### config.mk
export PLATFORM = sky130hd
export DESIGN_NAME = rds_ctrl
export DESIGN_NICKNAME = d
export VERILOG_FILES = /design/src/rtl/assert_macros.svh /design/src/rtl/rds_pkg.sv /design/src/rtl/rds_ctrl.sv
export SDC_FILE = /design/constraint.sdc
export NUM_CORES = 1
export LEC_CHECK = 0
export BUFFER_PORTS_ARGS = -buffer_cell sky130_fd_sc_hd__buf_2
export CORE_AREA = 5 5 42 44
export CTS_BUF_LIST = sky130_fd_sc_hd__clkbuf_4 sky130_fd_sc_hd__clkbuf_8
export DETAILED_ROUTE_END_ITERATION = 10
export DIE_AREA = 0 0 47 49
export PLACE_DENSITY = 0.72
export SLEW_MARGIN = 15
export SYNTH_ARGS = -nofsm -noshare
export SYNTH_HDL_FRONTEND = slang
export SYNTH_SLANG_ARGS = --single-unit
### constraint.sdc
create_clock -name clk -period 1.5 [get_ports clk]
set_input_delay 0.075 -clock clk [delete_from_list [all_inputs] [get_ports clk]]
set_output_delay 0.075 -clock clk [all_outputs]
set_load 0.01 [all_outputs]
### src/rtl/assert_macros.svh
// assertion macros shared by the rtl
`ifndef ASSERT_MACROS_SVH
`define ASSERT_MACROS_SVH

// same-cycle implication, sampled on clk, off during reset
`define RDS_ASSERT_NOW(lbl, ante, cons) \
  lbl: assert property (@(posedge clk) disable iff (!rst_n) (ante) |-> (cons)) \
    else $error("rds assertion failed");

// next-cycle implication
`define RDS_ASSERT_NEXT(lbl, ante, cons) \
  lbl: assert property (@(posedge clk) disable iff (!rst_n) (ante) |=> (cons)) \
    else $error("rds assertion failed");

`endif

### src/rtl/rds_pkg.sv
// ----------------------------------------------------------------------------
// rds_pkg
// Types, widths and constants of the reaction-diffusion stencil update block.
// ----------------------------------------------------------------------------
`default_nettype none

package rds_pkg;

  localparam int BLOCK_EDGE  = 16;
  localparam int PADDED      = BLOCK_EDGE + 2;
  localparam int PLANE       = PADDED * PADDED;
  localparam int STORE_DEPTH = 2 * PLANE;
  localparam int ADDR_W      = $clog2(STORE_DEPTH);
  localparam int POS_W       = $clog2(PADDED);

  localparam int FIELD_W   = 16;
  localparam int CFG_W     = 32;
  localparam int CFG_IDX_W = 3;
  localparam int RATE_W    = 32;

  // register indexes
  localparam logic [CFG_IDX_W-1:0] REG_WHITE = 3'd0;
  localparam logic [CFG_IDX_W-1:0] REG_GREY  = 3'd1;
  localparam logic [CFG_IDX_W-1:0] REG_RHO   = 3'd2;
  localparam logic [CFG_IDX_W-1:0] REG_IH2   = 3'd3;
  localparam logic [CFG_IDX_W-1:0] REG_DT    = 3'd4;

  localparam int TINY_DIFF   = 3;
  localparam int EMPTY_LIMIT = 3277;
  localparam int ONE_Q15     = 32768;

  localparam int DIFF_W    = 34;   // cell diffusivity
  localparam int SUM_W     = 35;   // face diffusivity sum
  localparam int REM_W     = 36;   // divider remainder
  localparam int Q_W       = 31;   // quotient
  localparam int FACE_W    = 36;
  localparam int ACC_W     = 58;
  localparam int DCNT_W    = 5;
  localparam int DIV_STEPS = 31;

  // entry slots: centre, five stored neighbours, incoming word
  localparam int NSLOT  = 6;
  localparam int NENT   = 7;
  localparam int NFACE  = 6;
  localparam int SLOT_W = 3;

  typedef struct packed {
    logic [FIELD_W-1:0] grey;
    logic [FIELD_W-1:0] white;
    logic [FIELD_W-1:0] phi;
  } cell_t;

  localparam int CELL_W = $bits(cell_t);

  typedef struct packed {
    logic latch;
    logic rd_issue;
    logic wr_cur;
    logic cd_mul;
    logic cd_fin;
    logic cd_ctr;
    logic div_step;
    logic face_zero;
    logic face_mul;
    logic acc;
    logic dif_a;
    logic dif_b;
    logic rate_sum;
    logic rate_zero;
    logic up_a;
    logic out_load;
  } cmd_t;

  typedef struct packed {
    logic emit;
    logic rd_last;
    logic nomat;
    logic tiny;
    logic div_last;
    logic face_last;
    logic out_free;
  } sts_t;

endpackage

`default_nettype wire

### src/rtl/rds_ctrl.sv
// ----------------------------------------------------------------------------
// rds_ctrl
// Sequencer: plane reads, six face passes with divider, reaction and update.
// ----------------------------------------------------------------------------
`default_nettype none

module rds_ctrl import rds_pkg::*; (
  input  wire logic clk,
  input  wire logic rst_n,
  input  wire logic in_valid,
  output logic      in_ready,
  input  wire sts_t sts,
  output cmd_t      cmd
);

  localparam logic [3:0] S_IDLE  = 4'd0;
  localparam logic [3:0] S_READ  = 4'd1;
  localparam logic [3:0] S_RWAIT = 4'd2;
  localparam logic [3:0] S_CHECK = 4'd3;
  localparam logic [3:0] S_CDMUL = 4'd4;
  localparam logic [3:0] S_CDFIN = 4'd5;
  localparam logic [3:0] S_DIV   = 4'd6;
  localparam logic [3:0] S_FMUL  = 4'd7;
  localparam logic [3:0] S_ACC   = 4'd8;
  localparam logic [3:0] S_DIFA  = 4'd9;
  localparam logic [3:0] S_DIFB  = 4'd10;
  localparam logic [3:0] S_SUM   = 4'd11;
  localparam logic [3:0] S_UPA   = 4'd12;
  localparam logic [3:0] S_OUT   = 4'd13;

  logic [3:0] state_r, state_nxt;
  logic       ctr_r, ctr_nxt;   // cell diffusivity pass is for the centre

  always_ff @(posedge clk) begin
    if (!rst_n) begin
      state_r <= S_IDLE;
      ctr_r   <= 1'b0;
    end else begin
      state_r <= state_nxt;
      ctr_r   <= ctr_nxt;
    end
  end

  always_comb begin
    state_nxt = state_r;
    ctr_nxt   = ctr_r;
    cmd       = '0;
    in_ready  = 1'b0;
    cmd.cd_ctr = ctr_r;
    unique case (state_r)
      S_IDLE: begin
        in_ready = 1'b1;
        if (in_valid) begin
          cmd.latch = 1'b1;
          if (sts.emit) state_nxt = S_READ;
        end
      end
      S_READ: begin
        cmd.rd_issue = 1'b1;
        if (sts.rd_last) state_nxt = S_RWAIT;
      end
      S_RWAIT: begin
        cmd.wr_cur = 1'b1;
        state_nxt  = S_CHECK;
      end
      S_CHECK: begin
        if (sts.nomat) begin
          cmd.rate_zero = 1'b1;
          state_nxt     = S_UPA;
        end else begin
          ctr_nxt   = 1'b1;
          state_nxt = S_CDMUL;
        end
      end
      S_CDMUL: begin
        cmd.cd_mul = 1'b1;
        state_nxt  = S_CDFIN;
      end
      S_CDFIN: begin
        cmd.cd_fin = 1'b1;
        if (ctr_r) begin
          ctr_nxt   = 1'b0;
          state_nxt = S_CDMUL;
        end else begin
          state_nxt = S_DIV;
        end
      end
      S_DIV: begin
        if (sts.tiny) begin
          cmd.face_zero = 1'b1;
          state_nxt     = S_ACC;
        end else begin
          cmd.div_step = 1'b1;
          if (sts.div_last) state_nxt = S_FMUL;
        end
      end
      S_FMUL: begin
        cmd.face_mul = 1'b1;
        state_nxt    = S_ACC;
      end
      S_ACC: begin
        cmd.acc   = 1'b1;
        state_nxt = sts.face_last ? S_DIFA : S_CDMUL;
      end
      S_DIFA: begin
        cmd.dif_a = 1'b1;
        state_nxt = S_DIFB;
      end
      S_DIFB: begin
        cmd.dif_b = 1'b1;
        state_nxt = S_SUM;
      end
      S_SUM: begin
        cmd.rate_sum = 1'b1;
        state_nxt    = S_UPA;
      end
      S_UPA: begin
        cmd.up_a  = 1'b1;
        state_nxt = S_OUT;
      end
      S_OUT: begin
        if (sts.out_free) begin
          cmd.out_load = 1'b1;
          state_nxt    = S_IDLE;
        end
      end
      default: state_nxt = S_IDLE;
    endcase
  end

endmodule

`default_nettype wire

Yosys cells after proc, flatten, opt, wreduce, memory -nomap -nowiden
Index checks and enable logic that the tools add are counted.

cells by class
  equality and inequality tests = 19
  muxes and demuxes = 32
  reductions and logical operators = 4

operators by type and width
  kind                                           count
  case mux 4 bit (14 select lines)               1
  two-way mux 4 bit                              8
  == test 4 bit, second input constant           6
  two-way mux 1 bit                              20
  == test 4 x 3 -> 1 bit, second input constant  4
  inequality test 2 bit, second input constant   5
  == test 4 x 2 -> 1 bit, second input constant  2
  AND reduction 5 bit                            1
  == test 4 x 1 -> 1 bit, second input constant  1
  logical NOT 4 bit                              1
  two-way mux 2 bit                              2
  inequality test 3 bit, second input constant   1
  case mux 1 bit (2 select lines)                1
  AND reduction 2 bit                            1
  nonzero test 2 bit                             1

storage, ports and cells
  flip-flop bits (word level) = 5

Depth between registers and ports, before layout
Gate-level depths: netlist of the first run.

  depth after elaboration = 3
  depth in mapped cells = 5
  gate-level depth less buffers = 4

Least setup slack after synthesis of the first run
Ideal clock, no wire load.

  kind = reg2reg
  from = register state_r[3]
  to = register state_r[1]
  library setup time = 117 ps
  arrival = 1436 ps
  setup slack = -53 ps
  cell stages (with the launch flop) = 5
  path buffers = 0
  clock period less this slack = 1553 ps
  cells stage by stage = dfxtp_1 > nor4_1 > o2bb2ai_2 > nor3_1 > a22o_1

on the way
  longest elaborated chain between the ends = 3

ends and longest elaborated chain
  what                                                                             RTL line        source
  from (decl)                                                                      rds_ctrl.sv:31  logic [3:0] state_r, state_nxt;
  from (signal assigned)                                                           rds_ctrl.sv:39  state_r <= state_nxt;
  == test 4 x 3 -> 1 bit, or another cell as far along                             rds_ctrl.sv:50  unique case (state_r)
  inequality test 3 bit (no source line) or inequality test 2 bit (tied branches)  -
  AND reduction 5 bit (no source line)                                             -

Parallel ways exist; a longest one is shown, timed or not.
A chain may end at the register's enable or synchronous reset.

==> reports/results.ini, run 1 <==
[pwr]
power_mw=1.09
power_density_nw_per_um2=1360
p_leak_nw=0.384
ir_worst_vdd_uv=758

[synthesis]
synth.avg_cell_area_um2=7.01
syn-num-nets=81
synth_cells=71
netlist_area_um2=498
synth_top_cell_area_share_pct=20.1
synth_top_area_cell=dfxtp_1
ys_types=33
yosys_warnings=0
ys_seq_area_share_pct=20.1
ys_seq_elements=5
synth.area.top_cells=dfxtp_1, nor2_1, nand2b_1, nor3_1, a22o_1

[run]
drv_cap=0

[final_layout]
layout_commonest_cell=buf_2
finish.utilization_pct=57.4
diodes=0
area_delta_synth_final_pct=61.6
final_area_um2=805
layout.cells.non_filler=122
fin_nets=117
drive_gt1_share_pct=50.9
final_cell_mix=buf_2, nor2_1, buf_4

[clock_tree]
numCtsBuffers=3
cts-root-buf=clkbuf_4
clkTransAtPathRegs_ns=0.05
h-tree-depth=1
cts_tree=yes
clock_latency_ns=0.26
clkSinkCount=5
cts_buffer_depth=2
hold_buffers=0

[sta]
slew-limit-headroom_pct=73.1
fmax_mhz=661
skew_ns=0.0126
fin_crit_sh_pct=101
fin_crit_ns=1.51
final_max_slew_viol_count=0
tightest_slew_ns=0.399
finalSetupViolations=1
setup_slack_ns=-0.0123
fin_setup_tns_ns=-0.0123
finalHoldViolations=0
rsz0062_at_grt=true

[die]
die_y_um=49
ios=27
dieArea_um2=2300
coreArea_um2=1400
start_util_pct=35.5
die_x_um=47
num_rows=14

[grt]
grt_use_met3_pct=4.43
top_usage_layer=met2
grt-ovfl-total=0
grt_max_degree=15
antenna_found_initial=0
grt_pass1_wl_mm=2.56
grt_util_met1_pct=20.2
grt_usage_pct=15.0
grt_use_met2_pct=21.3
grt_pass1_vias=549

[setup_path]
max_stage_delay_ns=0.40
arrival_ns=1.44
criticalPathCategory=register to primary output
critPathMaxFanout=12
slowest_stage=nor4_4
crit_path_start_kind=register
cp_cell_sequence=buf_12 -> nor4_4 -> and2_1 -> buf_2
cp_top_family=simple AND/OR/NAND/NOR gates
endpoint_kind=primary output
crit_buf_inv=2
cp.required_ns=1.42

[place]
numPortBuffers=26
placed_cell_area_um2=709
dpl.cell_count=117
gp_congestion=0.806
dpl.hpwl_mm=1.19

[route]
drt-vias-per-instance=5.34
wl_per_cell_um=13.6
drt_iter0_drc=7
drtAntennaViolNets=0
firstDrtPassIters=4
drcViolationCount=0
vias=652
wl_mm=1.66

[run_status]
violations=setup timing
outcome=finished, violations left

[worst_hold_path]
hold_path.class=input pin to register

## where the power goes
group | switching (mW) | total, mW | internal [mW]
clock | 0.0687 | 0.188 | 0.120
sequential | 0.0377 | 0.201 | 0.163
combinational | 0.344 | 0.705 | 0.360
total | 0.451 | 1.09 | 0.643
## timing repair
item	in CTS	in global routing
resized for setup	2	12
setup endpoints to repair	3	10
setup buffers	0	1
pin swaps	0	7
## flip-flops by register name (all words and copies together), names as in the netlist
| register | flops |
|---|---|
| ctr_r | 1 |
| state_r | 4 |
## cells in the mapped netlist, drive strengths merged
library cell,n
nor2,11
clkbuf,2
nand2,4
a22oi,1
dfxtp,5
inv,4
buf,3
nor2b,1
or3,1
nor4,2
a21boi,1
nand3b,1
nand4bb,1
o21ai,3
o21a,1
or4b,1
nand3,1
o211ai,2
nor3,6
o311ai,2
a21o,2
o2bb2ai,1
o32ai,1
a22o,2
or2,1
o221a,1
nand2b,5
and2,1
a21oi,2
nor4b,1
o41ai,1
## final timing paths
path | start | slack (ns) | endpoint | cells past startpoint
setup / recovery | state_r[0] | -0.01 | cmd[15] | 4
hold / removal | rst_n | 0.11 | state_r[1] | 2
hold reg to reg | state_r[0] | 0.54 | state_r[0] | 2
setup reg to reg | state_r[3] | 0.06 | state_r[1] | 4
## stage by stage
step                      hold WS, ns  setup slack (ns)
final                           0.111           -0.0123
after global routing            0.126           -0.0997
after CTS                       0.107           -0.0350
after detailed placement        0.381           -0.0143
after global placement          0.384            0.0107
after floorplan                 0.198            0.0565
## layout make-up
class                   count  area (µm²)
clock buffers               4        30.0
fillers                   151         597
inverters                   4        15.0
multi-input cells          57         412
flip-flops and latches      5         106
well taps                  16        20.0
repair buffers             36         221
## layer usage
metal  vias to the layer above  share of wire [%]
met5                         -                  0
met4                         0               0.96
met3                         2                7.8
met2                        21                 48
met1                       297                 43
li1                        332                  -
## cells by family (layout without fill, tap and decap cells)
logic type	after synthesis	in the layout	share of synthesized area [%]
buf+inv	9	44	8.04
flops	5	5	20.1
compound gates	20	20	31.4
simple gates	37	37	40.5
No activity file was read; power rests on OpenSTA's default activity.
==> inputs of run 2 (changes only) <==
Settings changed: CORE_AREA 5 5 42 44 to unset, CORE_MARGIN set to 5, CORE_UTILIZATION set to 35, DIE_AREA 0 0 47 49 to unset, PLACE_DENSITY 0.72 to 0.68.
==> run 2 against run 1 <==
Via count increased by 1.5%. Critical path type unchanged. The run now ends clean. Critical path depth stayed put. Routed wire length grew 2.5%. Largest power group unchanged.
==> reports/results.ini, run 2 (same netlist as run 1, synthesis figures left out) <==
[final_layout]
finish.utilization_pct=61.9
diodes=0
final_cell_mix=buf_2, nor2_1, nor3_1
fin_nets=115
largest_reg_flops=4
top_register=state_r
fillCellCount=118
area_delta_synth_final_pct=63.8
final_area_um2=816
layout_commonest_cell=buf_2
multi_input_area_um2=428
reg_top3=state_r x4, ctr_r x1
seq_area_um2=101
drive_gt1_share_pct=47.1

[grt]
grt-ovfl-total=0
grt_pass1_vias=604
antenna_found_initial=0
grt_pass1_wl_mm=2.57
grt_max_degree=17
grt_usage_pct=16.3

[clock_tree]
cts_buffer_depth=2
hold_buffers=0
clkTransAtPathRegs_ns=0.04
h-tree-depth=1
numCtsBuffers=3
clock_latency_ns=0.25
cts-root-buf=clkbuf_4
clkSinkCount=5
post_cts_buffers=0
cts_resized=0
cts_tree=yes

[sta]
setup_slack_ns=0.0143
fin_crit_ns=1.49
whs_ns=0.147
fmax_mhz=673
skew_ns=0.00245
rsz0062_at_grt=true
final_max_slew_viol_count=0
fin_setup_tns_ns=0
fin_crit_sh_pct=99.0
tightest_slew_ns=0.392
slew-limit-headroom_pct=73.5
finalSetupViolations=0
finalHoldViolations=0

[worst_hold_path]
min_from=rst_n
holdPathEnd=state_r[2]
hold_path.class=input pin to register
hold_depth=2

[pwr]
p_leak_nw=0.374
power_density_nw_per_um2=1330
ir_worst_vdd_uv=655

[place]
gp_congestion=0.812
dpl.hpwl_mm=1.23
placed_cell_area_um2=713
numPortBuffers=26
place_ws_ns=0.0345

[setup_path]
max_stage_delay_ns=0.39
slowest_stage=nor4_4
crit_path_start_kind=register
endpoint_kind=primary output
arrival_ns=1.41
timing.rr.end=state_r[1]
cp.required_ns=1.42
worstRegToRegCells=4
critPathMaxFanout=14
cp_cell_sequence=buf_6 -> nor4_4 -> and2_1 -> buf_2
criticalPathCategory=register to primary output
r2r-start=state_r[2]
rrSetupSlack_ns=0.05

[route]
vias=662
drcViolationCount=0
drtAntennaViolNets=0
drt_iter0_drc=12
drt-vias-per-instance=5.56
wl_per_cell_um=14.3
wl_mm=1.70
firstDrtPassIters=4

[die]
num_rows=13
die_y_um=47.7
die_x_um=47.7
ios=27
dieArea_um2=2280
start_util_pct=37.8
coreArea_um2=1320

[run_status]
outcome=complete, no violations

[run]
drv_cap=0

## run 2: cell count changes in the layout (fill, tap and decap cells not counted), sizes merged
cell / previous run / this run
buf: 36 / 34
## run 2: cell type report
class                           count  share of cell area, %
Inverter                            4                   1.84
Multi-Input combinational cell     57                   52.5
Sequential cell                     5                   12.4
Timing Repair Buffer               34                   27.3
Tap cell                           15                   2.30
Clock buffer                        4                   3.68
## run 2: power by group
group	internal, mW	leakage (nW)	switching, mW	total (mW)
Clock	0.119	0.0184	0.0591	0.178
Combinational	0.355	0.315	0.366	0.721
Sequential	0.162	0.0410	0.0262	0.188
Total	0.636	0.374	0.451	1.09
## run 2: routing by layer
| layer | vias up | routed length (µm) | GRT usage (%) |
|---|---|---|---|
| li1 | 330 | - | - |
| met2 | 25 | 925 | 25.3 |
| met5 | - | 0 | 0 |
| met4 | 0 | 12 | 10.2 |
| met1 | 305 | 665 | 19.4 |
| met3 | 2 | 98 | 4.89 |
## run 2: how the worst max path moves through the flow
stage | start | endpoint | cells past startpoint
after global routing | state_r[2] | cmd[15] | 4
after CTS | state_r[2] | cmd[15] | 4
after detailed placement | state_r[0] | state_r[1] | 4
after floorplan | state_r[2] | state_r[1] | 4
after global placement | state_r[0] | state_r[1] | 4
final | state_r[2] | cmd[15] | 4
## run 2: metrics by stage
stage	std cells	power, mW
3_3_place_gp	115	0.793
6_report	119	1.09
2_1_floorplan	71	0.555
4_1_cts	119	0.983
3_5_place_dp	115	0.803
5_1_grt	119	1.17
## run 2: critical path: cells and delay by family, from the launching register on
family	cells	cell delay (ns)
buffers and inverters	2	0.28
flip-flops	1	0.32
AND/OR/NAND/NOR	2	0.56
==> inputs of run 3 (changes only) <==
Clock period 1.5 ns to 1.3 ns, I/O delays scaled along.
==> run 3 against run 2 <==
The run now ends with setup timing left. Sequential power rose by 29%. Setup slack got worse by 0.16 ns. Final area rose by 22%. Core utilization rose by 14 points. Cell count rose by 14%. Die area did not move. Clock power rose by 17%. Sequential share of layout area fell by 1.4 points. Register-to-register slack got worse by 0.17 ns. Sequential cell count did not move. Global-route usage rose by 2.0 points. Critical path type unchanged. Largest power group unchanged.
==> reports/results.ini, run 3 (same netlist as run 1, synthesis figures left out) <==
[setup_path]
crit_path_start_kind=register
startpoint=state_r[3]
criticalPathCategory=register to primary output
endpoint_kind=primary output
cp.required_ns=1.24
r2r-start=state_r[3]
critPathMaxFanout=3
arrival_ns=1.38

[route]
drtAntennaViolNets=0
wl_per_cell_um=13.6
firstDrtPassIters=4
vias=714
drt_iter0_drc=11
wl_mm=1.86
drcViolationCount=0
drt-vias-per-instance=5.25

[grt]
grt_util_met1_pct=22.7
grt_usage_pct=18.3
grt_use_met2_pct=31.7
grt_use_met3_pct=0.376
grt-ovfl-total=0
antenna_found_initial=0
grt_pass1_vias=666
top_usage_layer=met2
grt_pass1_wl_mm=2.91
grt_max_degree=16

[clock_tree]
hold_buffers=0
cts_buffer_depth=2
h-tree-depth=1
clkTransAtPathRegs_ns=0.05
clkSinkCount=5
clock_latency_ns=0.25
numCtsBuffers=3
cts_tree=yes
cts-root-buf=clkbuf_4

[sta]
fin_crit_sh_pct=111
finalHoldViolations=0
rsz0062_at_grt=true
tightest_slew_ns=0.365
skew_ns=0.00732
slew-limit-headroom_pct=75.3
finalSetupViolations=14
final_max_slew_viol_count=0
fin_crit_ns=1.45
setup_slack_ns=-0.149
fmax_mhz=690

[run]
drv_cap=0

[final_layout]
diodes=0
drive_gt1_share_pct=62.8
fillCellCount=97
final_area_um2=996
final_cell_mix=buf_2, buf_4, buf_6
reg_top3=state_r x4, ctr_r x1
fin_nets=132
area_delta_synth_final_pct=100
top_register=state_r
layout_commonest_cell=buf_2
largest_reg_flops=4

[run_status]
outcome=finished, violations left
violations=setup timing

[place]
gp_congestion=0.851
placed_cell_area_um2=813
numPortBuffers=26
dpl.hpwl_mm=1.39

[pwr]
ir_worst_vdd_uv=1030
p_leak_nw=0.488
power_mw=1.62
power_density_nw_per_um2=1620

[die]
start_util_pct=37.8
coreArea_um2=1320
die_x_um=47.7
dieArea_um2=2280
num_rows=13
die_y_um=47.7
ios=27

[worst_hold_path]
hold_path.class=input pin to register
min_from=rst_n

run 3: changes by cell type in the layout (fill, tap and decap cells not counted), sizes merged:
cell  before  now
buf       34   51
run 3: final timing paths:
path,depth (start not counted),endpoint,slack (ns)
setup / recovery,5,cmd[15],-0.15
hold / removal,2,ctr_r,0.12
setup reg to reg,4,state_r[2],-0.12
hold reg to reg,1,ctr_r,0.55
run 3: report_power, final:
part | switching (mW) | total [mW] | internal, mW
registers | 0.0440 | 0.243 | 0.199
clock network | 0.0720 | 0.209 | 0.137
logic | 0.496 | 1.16 | 0.668
total | 0.612 | 1.62 | 1.00
run 3: layout make-up:
| cell class | count | area [µm²] | share of cell area, % |
|---|---|---|---|
| clock buffer | 4 | 30.0 | 3.02 |
| inverter | 4 | 15.0 | 1.51 |
| multi-input combinational | 57 | 454 | 45.6 |
| sequential | 5 | 110 | 11.1 |
| tap | 15 | 18.8 | 1.88 |
| timing repair buffer | 51 | 368 | 36.9 |
run 3: metrics by stage:
stage	setup WS (ns)	utilization (%)	setup TNS [ns]	hold slack [ns]	instances
after CTS	-0.162	70.6	-1.24	0.106	133
after global routing	-0.178	75.6	-1.86	0.126	136
after floorplan	-0.0862	-	-0.164	0.178	71
final	-0.149	75.6	-1.01	0.118	136
after detailed placement	-0.106	61.7	-0.239	0.363	127
after global placement	-0.0767	61.7	-0.172	0.378	127
run 3: critical path, cell delays in order, from the launching register on:
cell and delay (ns):
dfxtp_2 0.33, buf_6 0.12, nor4_4 0.30, buf_4 0.16, and2_1 0.10, buf_2 0.12
run 3: layer usage:
layer  vias to the layer above  wire length [µm]  share of wire, %
met5                         -                 0                 0
met4                         0                19               1.0
met3                         2               106               5.7
met2                        25               922                50
met1                       323               806                43
li1                        364                 -                 -
run 3: what timing repair did:
item,4_1_cts,5_1_grt
buffers inserted,3,3
gates cloned,0,0
gates resized for setup,17,12
pin swaps,7,7
setup endpoints to repair,16,20
